[src/hdl/csvtok_pkg.sv]
// Shared types, character codes and register indexes of the CSV field tokenizer.
`timescale 1ns / 1ps
`default_nettype none

package csvtok_pkg;

  // Default saturation limit of the cell counters.
  localparam int unsigned MAX_COLUMNS_DEF = 1023;

  // Fixed field widths.
  localparam int unsigned CU_W  = 16;
  localparam int unsigned CNT_OUT_W = 10;

  // Special code units.
  localparam logic [CU_W-1:0] CH_QUOTE = 16'h0022;
  localparam logic [CU_W-1:0] CH_CR    = 16'h000D;
  localparam logic [CU_W-1:0] CH_LF    = 16'h000A;

  // Configuration register defaults.
  localparam logic [CU_W-1:0] DELIMITER_RST    = 16'd44;
  localparam logic [CU_W-1:0] COMMENT_CHAR_RST = 16'd35;

  // Configuration register indexes.
  typedef enum logic [1:0] {
    CFG_DELIMITER    = 2'd0,
    CFG_COMMENT_EN   = 2'd1,
    CFG_COMMENT_CHAR = 2'd2
  } cfg_idx_t;

  // Kind of a result transaction.
  typedef enum logic [1:0] {
    KIND_DATA      = 2'd0,
    KIND_FIELD_END = 2'd1,
    KIND_ROW_END   = 2'd2
  } kind_t;

  // Parser state, one-hot.
  typedef enum logic [6:0] {
    M_ROW_START   = 7'b0000001,
    M_AFTER_CR    = 7'b0000010,
    M_FIELD_START = 7'b0000100,
    M_PLAIN       = 7'b0001000,
    M_QUOTED      = 7'b0010000,
    M_QUOTE_SEEN  = 7'b0100000,
    M_COMMENT     = 7'b1000000
  } mode_t;

  // What one code unit makes the parser emit.
  typedef enum logic [1:0] {
    ACT_NONE,
    ACT_DATA,
    ACT_FIELD,
    ACT_ROW
  } act_t;

  // One result transaction as held in the output buffer.
  typedef struct packed {
    kind_t                 kind;
    logic [CU_W-1:0]       data_char;
    logic                  comment;
    logic [CNT_OUT_W-1:0]  cells;
    logic [CNT_OUT_W-1:0]  max_cols;
    logic                  last;
  } res_t;

endpackage

`default_nettype wire

[src/hdl/csv_field_tokenizer_core.sv]
// Top level of the streaming CSV field tokenizer.
// A result passes through the input register and then the output buffer on its way out.
// Throughput: one input transaction per cycle while the output buffer can take it; an input
// that ends a row gives two results, which leave the single output port one after the other.
// An input register feeds the parser, whose results land in a two-entry output buffer.
// Reset: synchronous, active low; clears the parser state and restores the registers.
`timescale 1ns / 1ps
`default_nettype none

module csv_field_tokenizer_core #(
  parameter int unsigned MAX_COLUMNS = csvtok_pkg::MAX_COLUMNS_DEF
) (
  input  wire logic        clk,
  input  wire logic        rst_n,
  // Input stream.
  input  wire logic        in_tvalid,
  output logic             in_tready,
  input  wire logic [15:0] in_tdata,   // [15:0] code_unit
  input  wire logic        in_tuser,   // [0] cmd (1 = end-of-input flush)
  // Result stream.
  output logic             out_tvalid,
  input  wire logic        out_tready,
  output logic [39:0]      out_tdata,  // [15:0] data_char, [25:16] cells_in_row,
                                       // [35:26] max_columns, [39:36] zero
  output logic [2:0]       out_tuser,  // [1:0] kind, [2] comment_row
  output logic             out_tlast,
  // Configuration write channel.
  input  wire logic        cfg_valid,
  output logic             cfg_ready,
  input  wire logic [1:0]  cfg_index,
  input  wire logic [15:0] cfg_data
);

  localparam int unsigned CNT_W = $clog2(MAX_COLUMNS + 1);
  localparam logic [CNT_W-1:0] CNT_MAX = CNT_W'(MAX_COLUMNS);

  // Configuration registers.
  logic [15:0] delimiter_r;
  logic        comment_en_r;
  logic [15:0] comment_char_r;

  // Input register.
  logic        s1_valid_r;
  logic        s1_cmd_r;
  logic [15:0] s1_cu_r;

  // Parser state.
  csvtok_pkg::mode_t mode_r, mode_nxt;
  logic [CNT_W-1:0]  cnt_r, cnt_nxt;
  logic [CNT_W-1:0]  col_r, col_nxt;

  // Output buffer.
  csvtok_pkg::res_t ob0_r, ob1_r;
  logic [1:0]       ob_cnt_r;

  // Parser results for the item in the input register.
  csvtok_pkg::res_t r0, r1;
  logic [1:0]       n_res;

  logic out_take;
  logic ob_free;
  logic s1_adv;

  // Configuration writes; the port never stalls.
  assign cfg_ready = 1'b1;

  always_ff @(posedge clk) begin
    if (!rst_n) begin
      delimiter_r    <= csvtok_pkg::DELIMITER_RST;
      comment_en_r   <= 1'b0;
      comment_char_r <= csvtok_pkg::COMMENT_CHAR_RST;
    end else if (cfg_valid) begin
      unique case (cfg_index)
        csvtok_pkg::CFG_DELIMITER:    delimiter_r    <= cfg_data;
        csvtok_pkg::CFG_COMMENT_EN:   comment_en_r   <= cfg_data[0];
        csvtok_pkg::CFG_COMMENT_CHAR: comment_char_r <= cfg_data;
        default: ;
      endcase
    end
  end

  // Handshake: the input register moves on when the output buffer will be empty.
  assign out_tvalid = (ob_cnt_r != 2'd0);
  assign out_take   = out_tvalid && out_tready;
  assign ob_free    = (ob_cnt_r == 2'd0) || ((ob_cnt_r == 2'd1) && out_take);
  assign s1_adv     = s1_valid_r && ob_free;
  assign in_tready  = !s1_valid_r || ob_free;

  // Input register.
  always_ff @(posedge clk) begin
    if (!rst_n) begin
      s1_valid_r <= 1'b0;
    end else if (in_tready) begin
      s1_valid_r <= in_tvalid;
    end
  end

  always_ff @(posedge clk) begin
    if (in_tready && in_tvalid) begin
      s1_cmd_r <= in_tuser;
      s1_cu_r  <= in_tdata;
    end
  end

  // Parser decision and result formation.
  always_comb begin
    logic              is_q, is_dl, is_cr, is_brk, is_cm;
    csvtok_pkg::act_t  pl_act, fs_act, rs_act, act;
    csvtok_pkg::mode_t pl_mode, fs_mode, rs_mode, brk_mode;
    logic              rs_comm, comm;
    logic [CNT_W-1:0]  cnt_inc, col_row;

    is_q     = (s1_cu_r == csvtok_pkg::CH_QUOTE);
    is_dl    = (s1_cu_r == delimiter_r);
    is_cr    = (s1_cu_r == csvtok_pkg::CH_CR);
    is_brk   = is_cr || (s1_cu_r == csvtok_pkg::CH_LF);
    is_cm    = comment_en_r && (s1_cu_r == comment_char_r);
    brk_mode = is_cr ? csvtok_pkg::M_AFTER_CR : csvtok_pkg::M_ROW_START;

    // Unit inside an unquoted field.
    if (is_dl) begin
      pl_act  = csvtok_pkg::ACT_FIELD;
      pl_mode = csvtok_pkg::M_FIELD_START;
    end else if (is_brk) begin
      pl_act  = csvtok_pkg::ACT_ROW;
      pl_mode = brk_mode;
    end else begin
      pl_act  = csvtok_pkg::ACT_DATA;
      pl_mode = csvtok_pkg::M_PLAIN;
    end

    // Unit at the start of a field: a quote opens a quoted field.
    if (is_q) begin
      fs_act  = csvtok_pkg::ACT_NONE;
      fs_mode = csvtok_pkg::M_QUOTED;
    end else begin
      fs_act  = pl_act;
      fs_mode = pl_mode;
    end

    // Unit at the start of a row: comment check, then blank line, then field start.
    rs_comm = 1'b0;
    if (is_cm) begin
      rs_act  = csvtok_pkg::ACT_DATA;
      rs_mode = csvtok_pkg::M_COMMENT;
      rs_comm = 1'b1;
    end else if (!is_q && !is_dl && is_brk) begin
      rs_act  = csvtok_pkg::ACT_NONE;
      rs_mode = brk_mode;
    end else begin
      rs_act  = fs_act;
      rs_mode = fs_mode;
    end

    act      = csvtok_pkg::ACT_NONE;
    comm     = 1'b0;
    mode_nxt = mode_r;
    if (s1_cmd_r) begin
      // End-of-input flush closes any open row.
      mode_nxt = csvtok_pkg::M_ROW_START;
      unique case (mode_r)
        csvtok_pkg::M_FIELD_START,
        csvtok_pkg::M_PLAIN,
        csvtok_pkg::M_QUOTED,
        csvtok_pkg::M_QUOTE_SEEN: act = csvtok_pkg::ACT_ROW;
        csvtok_pkg::M_COMMENT: begin
          act  = csvtok_pkg::ACT_ROW;
          comm = 1'b1;
        end
        default: act = csvtok_pkg::ACT_NONE;
      endcase
    end else begin
      unique case (mode_r)
        csvtok_pkg::M_AFTER_CR: begin
          if (s1_cu_r == csvtok_pkg::CH_LF) begin
            mode_nxt = csvtok_pkg::M_ROW_START;
          end else begin
            act      = rs_act;
            mode_nxt = rs_mode;
            comm     = rs_comm;
          end
        end
        csvtok_pkg::M_FIELD_START: begin
          act      = fs_act;
          mode_nxt = fs_mode;
        end
        csvtok_pkg::M_PLAIN: begin
          act      = pl_act;
          mode_nxt = pl_mode;
        end
        csvtok_pkg::M_QUOTED: begin
          if (is_q) begin
            mode_nxt = csvtok_pkg::M_QUOTE_SEEN;
          end else begin
            act = csvtok_pkg::ACT_DATA;
          end
        end
        csvtok_pkg::M_QUOTE_SEEN: begin
          if (is_q) begin
            act      = csvtok_pkg::ACT_DATA;
            mode_nxt = csvtok_pkg::M_QUOTED;
          end else begin
            act      = pl_act;
            mode_nxt = pl_mode;
          end
        end
        csvtok_pkg::M_COMMENT: begin
          comm = 1'b1;
          if (is_brk) begin
            act      = csvtok_pkg::ACT_ROW;
            mode_nxt = brk_mode;
          end else begin
            act = csvtok_pkg::ACT_DATA;
          end
        end
        default: begin
          act      = rs_act;
          mode_nxt = rs_mode;
          comm     = rs_comm;
        end
      endcase
    end

    // Saturating cell count and the row maximum a row end would report.
    cnt_inc = (cnt_r < CNT_MAX) ? cnt_r + CNT_W'(1) : cnt_r;
    col_row = (comm || (cnt_inc <= col_r)) ? col_r : cnt_inc;

    r0.kind      = csvtok_pkg::KIND_DATA;
    r0.data_char = '0;
    r0.comment   = comm;
    r0.cells     = '0;
    r0.max_cols  = csvtok_pkg::CNT_OUT_W'(col_r);
    r0.last      = 1'b1;
    r1.kind      = csvtok_pkg::KIND_ROW_END;
    r1.data_char = '0;
    r1.comment   = comm;
    r1.cells     = csvtok_pkg::CNT_OUT_W'(cnt_inc);
    r1.max_cols  = csvtok_pkg::CNT_OUT_W'(col_row);
    r1.last      = 1'b1;
    cnt_nxt      = cnt_r;
    col_nxt      = col_r;
    n_res        = 2'd0;

    unique case (act)
      csvtok_pkg::ACT_DATA: begin
        n_res        = 2'd1;
        r0.data_char = s1_cu_r;
      end
      csvtok_pkg::ACT_FIELD: begin
        n_res   = 2'd1;
        r0.kind = csvtok_pkg::KIND_FIELD_END;
        cnt_nxt = cnt_inc;
      end
      csvtok_pkg::ACT_ROW: begin
        n_res   = 2'd2;
        r0.kind = csvtok_pkg::KIND_FIELD_END;
        r0.last = 1'b0;
        cnt_nxt = '0;
        col_nxt = col_row;
      end
      default: n_res = 2'd0;
    endcase

    // A flush starts a new text.
    if (s1_cmd_r) begin
      cnt_nxt = '0;
      col_nxt = '0;
    end
  end

  // Parser state update.
  always_ff @(posedge clk) begin
    if (!rst_n) begin
      mode_r <= csvtok_pkg::M_ROW_START;
      cnt_r  <= '0;
      col_r  <= '0;
    end else if (s1_adv) begin
      mode_r <= mode_nxt;
      cnt_r  <= cnt_nxt;
      col_r  <= col_nxt;
    end
  end

  // Output buffer: a pair from one item, shifted out one transaction a cycle while the receiver is ready.
  always_ff @(posedge clk) begin
    if (!rst_n) begin
      ob_cnt_r <= 2'd0;
    end else if (s1_adv) begin
      ob_cnt_r <= n_res;
    end else if (out_take) begin
      ob_cnt_r <= ob_cnt_r - 2'd1;
    end
  end

  always_ff @(posedge clk) begin
    if (s1_adv) begin
      ob0_r <= r0;
      ob1_r <= r1;
    end else if (out_take) begin
      ob0_r <= ob1_r;
    end
  end

  // Result port packing.
  assign out_tdata = {4'b0000, ob0_r.max_cols, ob0_r.cells, ob0_r.data_char};
  assign out_tuser = {ob0_r.comment, ob0_r.kind};
  assign out_tlast = ob0_r.last;

`ifndef SYNTHESIS
  // The first of a pair never closes the item, and the second is always a row end.
  a_pair_first_not_last: assert property (@(posedge clk) disable iff (!rst_n)
    (ob_cnt_r == 2'd2) |-> !ob0_r.last)
    else $error("first result of a pair marked last");

  a_pair_second_row_end: assert property (@(posedge clk) disable iff (!rst_n)
    (ob_cnt_r == 2'd2) |-> (ob1_r.kind == csvtok_pkg::KIND_ROW_END))
    else $error("second result of a pair is not a row end");

  // A stalled pair stays whole.
  a_pair_holds: assert property (@(posedge clk) disable iff (!rst_n)
    ((ob_cnt_r == 2'd2) && !out_tready) |=> (ob_cnt_r == 2'd2))
    else $error("pending pair lost while stalled");

  // The running maximum only falls on a flush.
  a_col_max_monotonic: assert property (@(posedge clk) disable iff (!rst_n)
    !(s1_adv && s1_cmd_r) |=> (col_r >= $past(col_r)))
    else $error("column maximum decreased without a flush");
`endif

endmodule

`default_nettype wire

[config.mk]
export PLATFORM = sky130hd
export DESIGN_NAME = csv_field_tokenizer_core
export DESIGN_NICKNAME = d
export VERILOG_FILES = /design/src/hdl/csvtok_pkg.sv /design/src/hdl/csv_field_tokenizer_core.sv
export SDC_FILE = /design/constraint.sdc
export NUM_CORES = 1
export LEC_CHECK = 0
export ABC_AREA = 0
export BUFFER_PORTS_ARGS = -buffer_cell sky130_fd_sc_hd__buf_4
export CAP_MARGIN = 25
export CELL_PAD_IN_SITES_DETAIL_PLACEMENT = 1
export CELL_PAD_IN_SITES_GLOBAL_PLACEMENT = 1
export CORE_MARGIN = 1
export CORE_UTILIZATION = 49
export DETAILED_ROUTE_END_ITERATION = 8
export MAX_ROUTING_LAYER = met4
export PLACE_DENSITY_LB_ADDON = 0.1
export SLEW_MARGIN = 10
export SYNTH_ARGS = -nofsm -noshare
export SYNTH_HDL_FRONTEND = slang
export SYNTH_SLANG_ARGS = --single-unit
[constraint.sdc]
create_clock -name clk -period 7.3 [get_ports clk]
set_input_delay 0.73 -clock clk [delete_from_list [all_inputs] [get_ports clk]]
set_output_delay 0.73 -clock clk [all_outputs]
set_load 0.02 [all_outputs]
==> results.json <==
{
  "io_pins": 87,
  "layout-drive-gt1-share_pct": 20.1,
  "via_per_inst": 5.69,
  "setup_violations": 0,
  "maxCapViolCount": 0,
  "clock_latency_ps": 430,
  "p_leak_uw": 0.00306,
  "cts.clk_slew.worst_paths_ps": 60,
  "hold_path.class": "register to register",
  "mostFrequentLayoutCells": "nand2_1 (112), buf_4 (88), dfxtp_1 (73)",
  "intPower_uw": 1650,
  "initial_core_util_pct": 50.4,
  "area_delta_synth_final_pct": 19.6,
  "wl_per_cell_um": 20.2,
  "stdcell_count": 911,
  "placementRows": 42,
  "gr-usage-all-layers_pct": 28.1,
  "ys.flop_type": "dfxtp_1",
  "power.switching_fraction_pct": 28.0,
  "overflow": 0,
  "seqPwrFrac_pct": 43.5,
  "syn_area_um2": 6670,
  "routed_wl_mm": 18.4,
  "peakVddDrop_v": 0.000154,
  "synth_edf_count": 68,
  "h-tree-depth": 4,
  "cts.root.buffer_cell": "clkbuf_16",
  "grt_max_degree": 55,
  "cp_max_fo": 17,
  "ys_seq_elements": 141,
  "hold_viol_final": 0,
  "antenna_left": 0,
  "dieArea_um2": 14100,
  "routabilityCongestion": 0.842,
  "cts_made_buffers": 17,
  "tns_ps": 0,
  "portBuffers": 81,
  "p_comb_share_pct": 17.5,
  "cts_resized": 0,
  "clock-sinks": 141,
  "cts_setup_buffers": 0,
  "syn_inst": 650,
  "cp.arrival_ps": 4180,
  "cts_buffer_depth": 2,
  "ys_seq_area_share_pct": 52.5,
  "synth.avg_cell_area_um2": 10.3,
  "antenna_found_initial": 0,
  "fmax_mhz": 250,
  "fin_skew_ps": 10.8,
  "worst_slew_pin_slew_ps": 934,
  "drt-initial-drc-count": 379,
  "layout_commonest_cell": "nand2_1",
  "num-fill-cells": 1455,
  "tritoncts": "built",
  "postCtsHoldBufs": 0,
  "grt_setup_unrepaired": "false",
  "final_max_slew_viol_count": 0,
  "relSlewSlack_pct": 37.7,
  "powerDensity_nw_per_um2": 287,
  "vias": 5182,
  "outcome": "completed",
  "dp.final_hpwl_mm": 12.7,
  "end_kind": "register",
  "chipHeight_um": 119,
  "fin_crit_sh_pct": 54.8,
  "synth_cell_types": 69,
  "p_sw_uw": 642,
  "core_um2": 13200,
  "antenna_cells": 0,
  "path_class": "register to register",
  "placedCellCount": 878,
  "start_kind": "register",
  "grt_pass1_wl_mm": 29.4,
  "finalCriticalPeriod_ps": 4000,
  "drc_errors": 0,
  "first_pass_iters": 4,
  "yosysWarnings": 0,
  "ys_async_sr_fraction_pct": 0,
  "power.share.clock_pct": 39.0,
  "die_w_um": 119,
  "nets": 778,
  "worstPathRequired_ps": 7480,
  "first_global_vias": 5536
}
-- state kept, by name, indices dropped and copies added, names as in the netlist --
signal / cells
cnt_r: 10
col_r: 10
comment_char_r: 16
comment_en_r: 1
delimiter_r: 16
mode_r: 7
ob1_r: 21
ob_cnt_r: 2
out_tdata: 36
out_tlast: 1
out_tuser: 3
s1_cmd_r: 1
s1_cu_r: 16
s1_valid_r: 1
-- final timing paths --
kind	to	cells after the start	from	slack [ps]
max reg2reg	ob1_r[9]$_DFFE_PP_	12	cnt_r[0]$_SDFFE_PN0P_	3300
min	out_tdata[25]$_SDFFE_PP0P_	2	out_tdata[25]$_SDFFE_PP0P_	460
max	ob1_r[9]$_DFFE_PP_	12	cnt_r[0]$_SDFFE_PN0P_	3300
min reg2reg	out_tdata[25]$_SDFFE_PP0P_	2	out_tdata[25]$_SDFFE_PP0P_	460
-- cell type report --
| cell class | count | area, um2 | share of cell area [%] |
|---|---|---|---|
| clock buffers | 22 | 507 | 6.35 |
| inverters | 24 | 90.1 | 1.13 |
| clock inverters | 10 | 106 | 1.33 |
| repair buffers | 89 | 666 | 8.34 |
| multi-input cells | 449 | 2890 | 36.2 |
| well taps | 176 | 220 | 2.76 |
| flip-flops and latches | 141 | 3500 | 43.9 |
-- Yosys cell counts, types with 8 or more instances --
| cell type | instances | share of area [%] |
|---|---|---|
| nor2_1 | 20 | 1.1 |
| a22o_1 | 13 | 1.7 |
| inv_1 | 23 | 1.3 |
| a21boi_0 | 27 | 3.0 |
| xnor2_1 | 35 | 4.6 |
| nand2_1 | 112 | 6.3 |
| nand4_1 | 13 | 1.2 |
| ha_1 | 16 | 3.0 |
| dfxtp_1 | 73 | 22 |
| nor2b_1 | 15 | 1.4 |
| nor4b_1 | 8 | 1.0 |
| o21ai_0 | 14 | 1.0 |
| and3_1 | 18 | 1.7 |
| nand3_1 | 26 | 1.9 |
| clkbuf_1 | 22 | 1.2 |
| edfxtp_1 | 68 | 31 |
| a21oi_1 | 28 | 2.1 |
| a22oi_1 | 10 | 1.1 |
-- kinds of logic after synthesis --
| group | after synthesis | share of synthesized area [%] |
|---|---|---|
| and+or+nand+nor | 257 | 20.2 |
| DFF | 141 | 52.5 |
| AOI/OAI and AO/OA | 122 | 13.1 |
| buffers and inverters | 63 | 4.37 |
| xor gates and xnor gates | 41 | 5.38 |
| adders and majority gates | 16 | 3.00 |
| muxes | 8 | 1.29 |
| other | 2 | 0.113 |
-- layer usage --
layer / up-vias / GRT usage [%] / part of all wire, %
met5: - / - / 0
li1: 2446 / - / -
met3: 16 / 4.49 / 3.7
met2: 105 / 45.1 / 49
met4: 0 / 9.02 / 0.98
met1: 2615 / 36.4 / 46
-- per-stage QoR --
stage | setup WS (ps) | cell area (um2) | hold WS, ps | power [uW] | utilization (%)
2_1_floorplan | 3960 | 6690 | 442 | 1240 | -
3_3_place_gp | 3480 | 7360 | 446 | 1400 | 55.6
3_5_place_dp | 3380 | 7360 | 455 | 1410 | 55.6
4_1_cts | 3340 | 7980 | 464 | 2300 | 60.2
5_1_grt | 3060 | 7980 | 471 | 2370 | 60.3
6_report | 3300 | 7980 | 461 | 2290 | 60.3
-- worst max-delay path: stages (launching register included) --
cell and delay, ps:
dfxtp_1 360, ha_1 250, and2_1 210, nand2b_1 190, nand4_1 150, xnor2_1 410, ha_1 350, a21oi_1 150
o21ai_0 120, a2111oi_0 710, nor3_1 180, o21ai_4 260, mux2_2 410
-- power by group through the flow --
stage / Sequential [uW] / Combinational [uW] / Clock (uW)
floorplan: 1060 / 176 / 0
global placement: 1010 / 392 / 0
detailed placement: 1010 / 402 / 0
CTS: 998 / 406 / 898
global route: 1010 / 433 / 929
finish: 997 / 403 / 894
(Power assumes the default switching activity.)
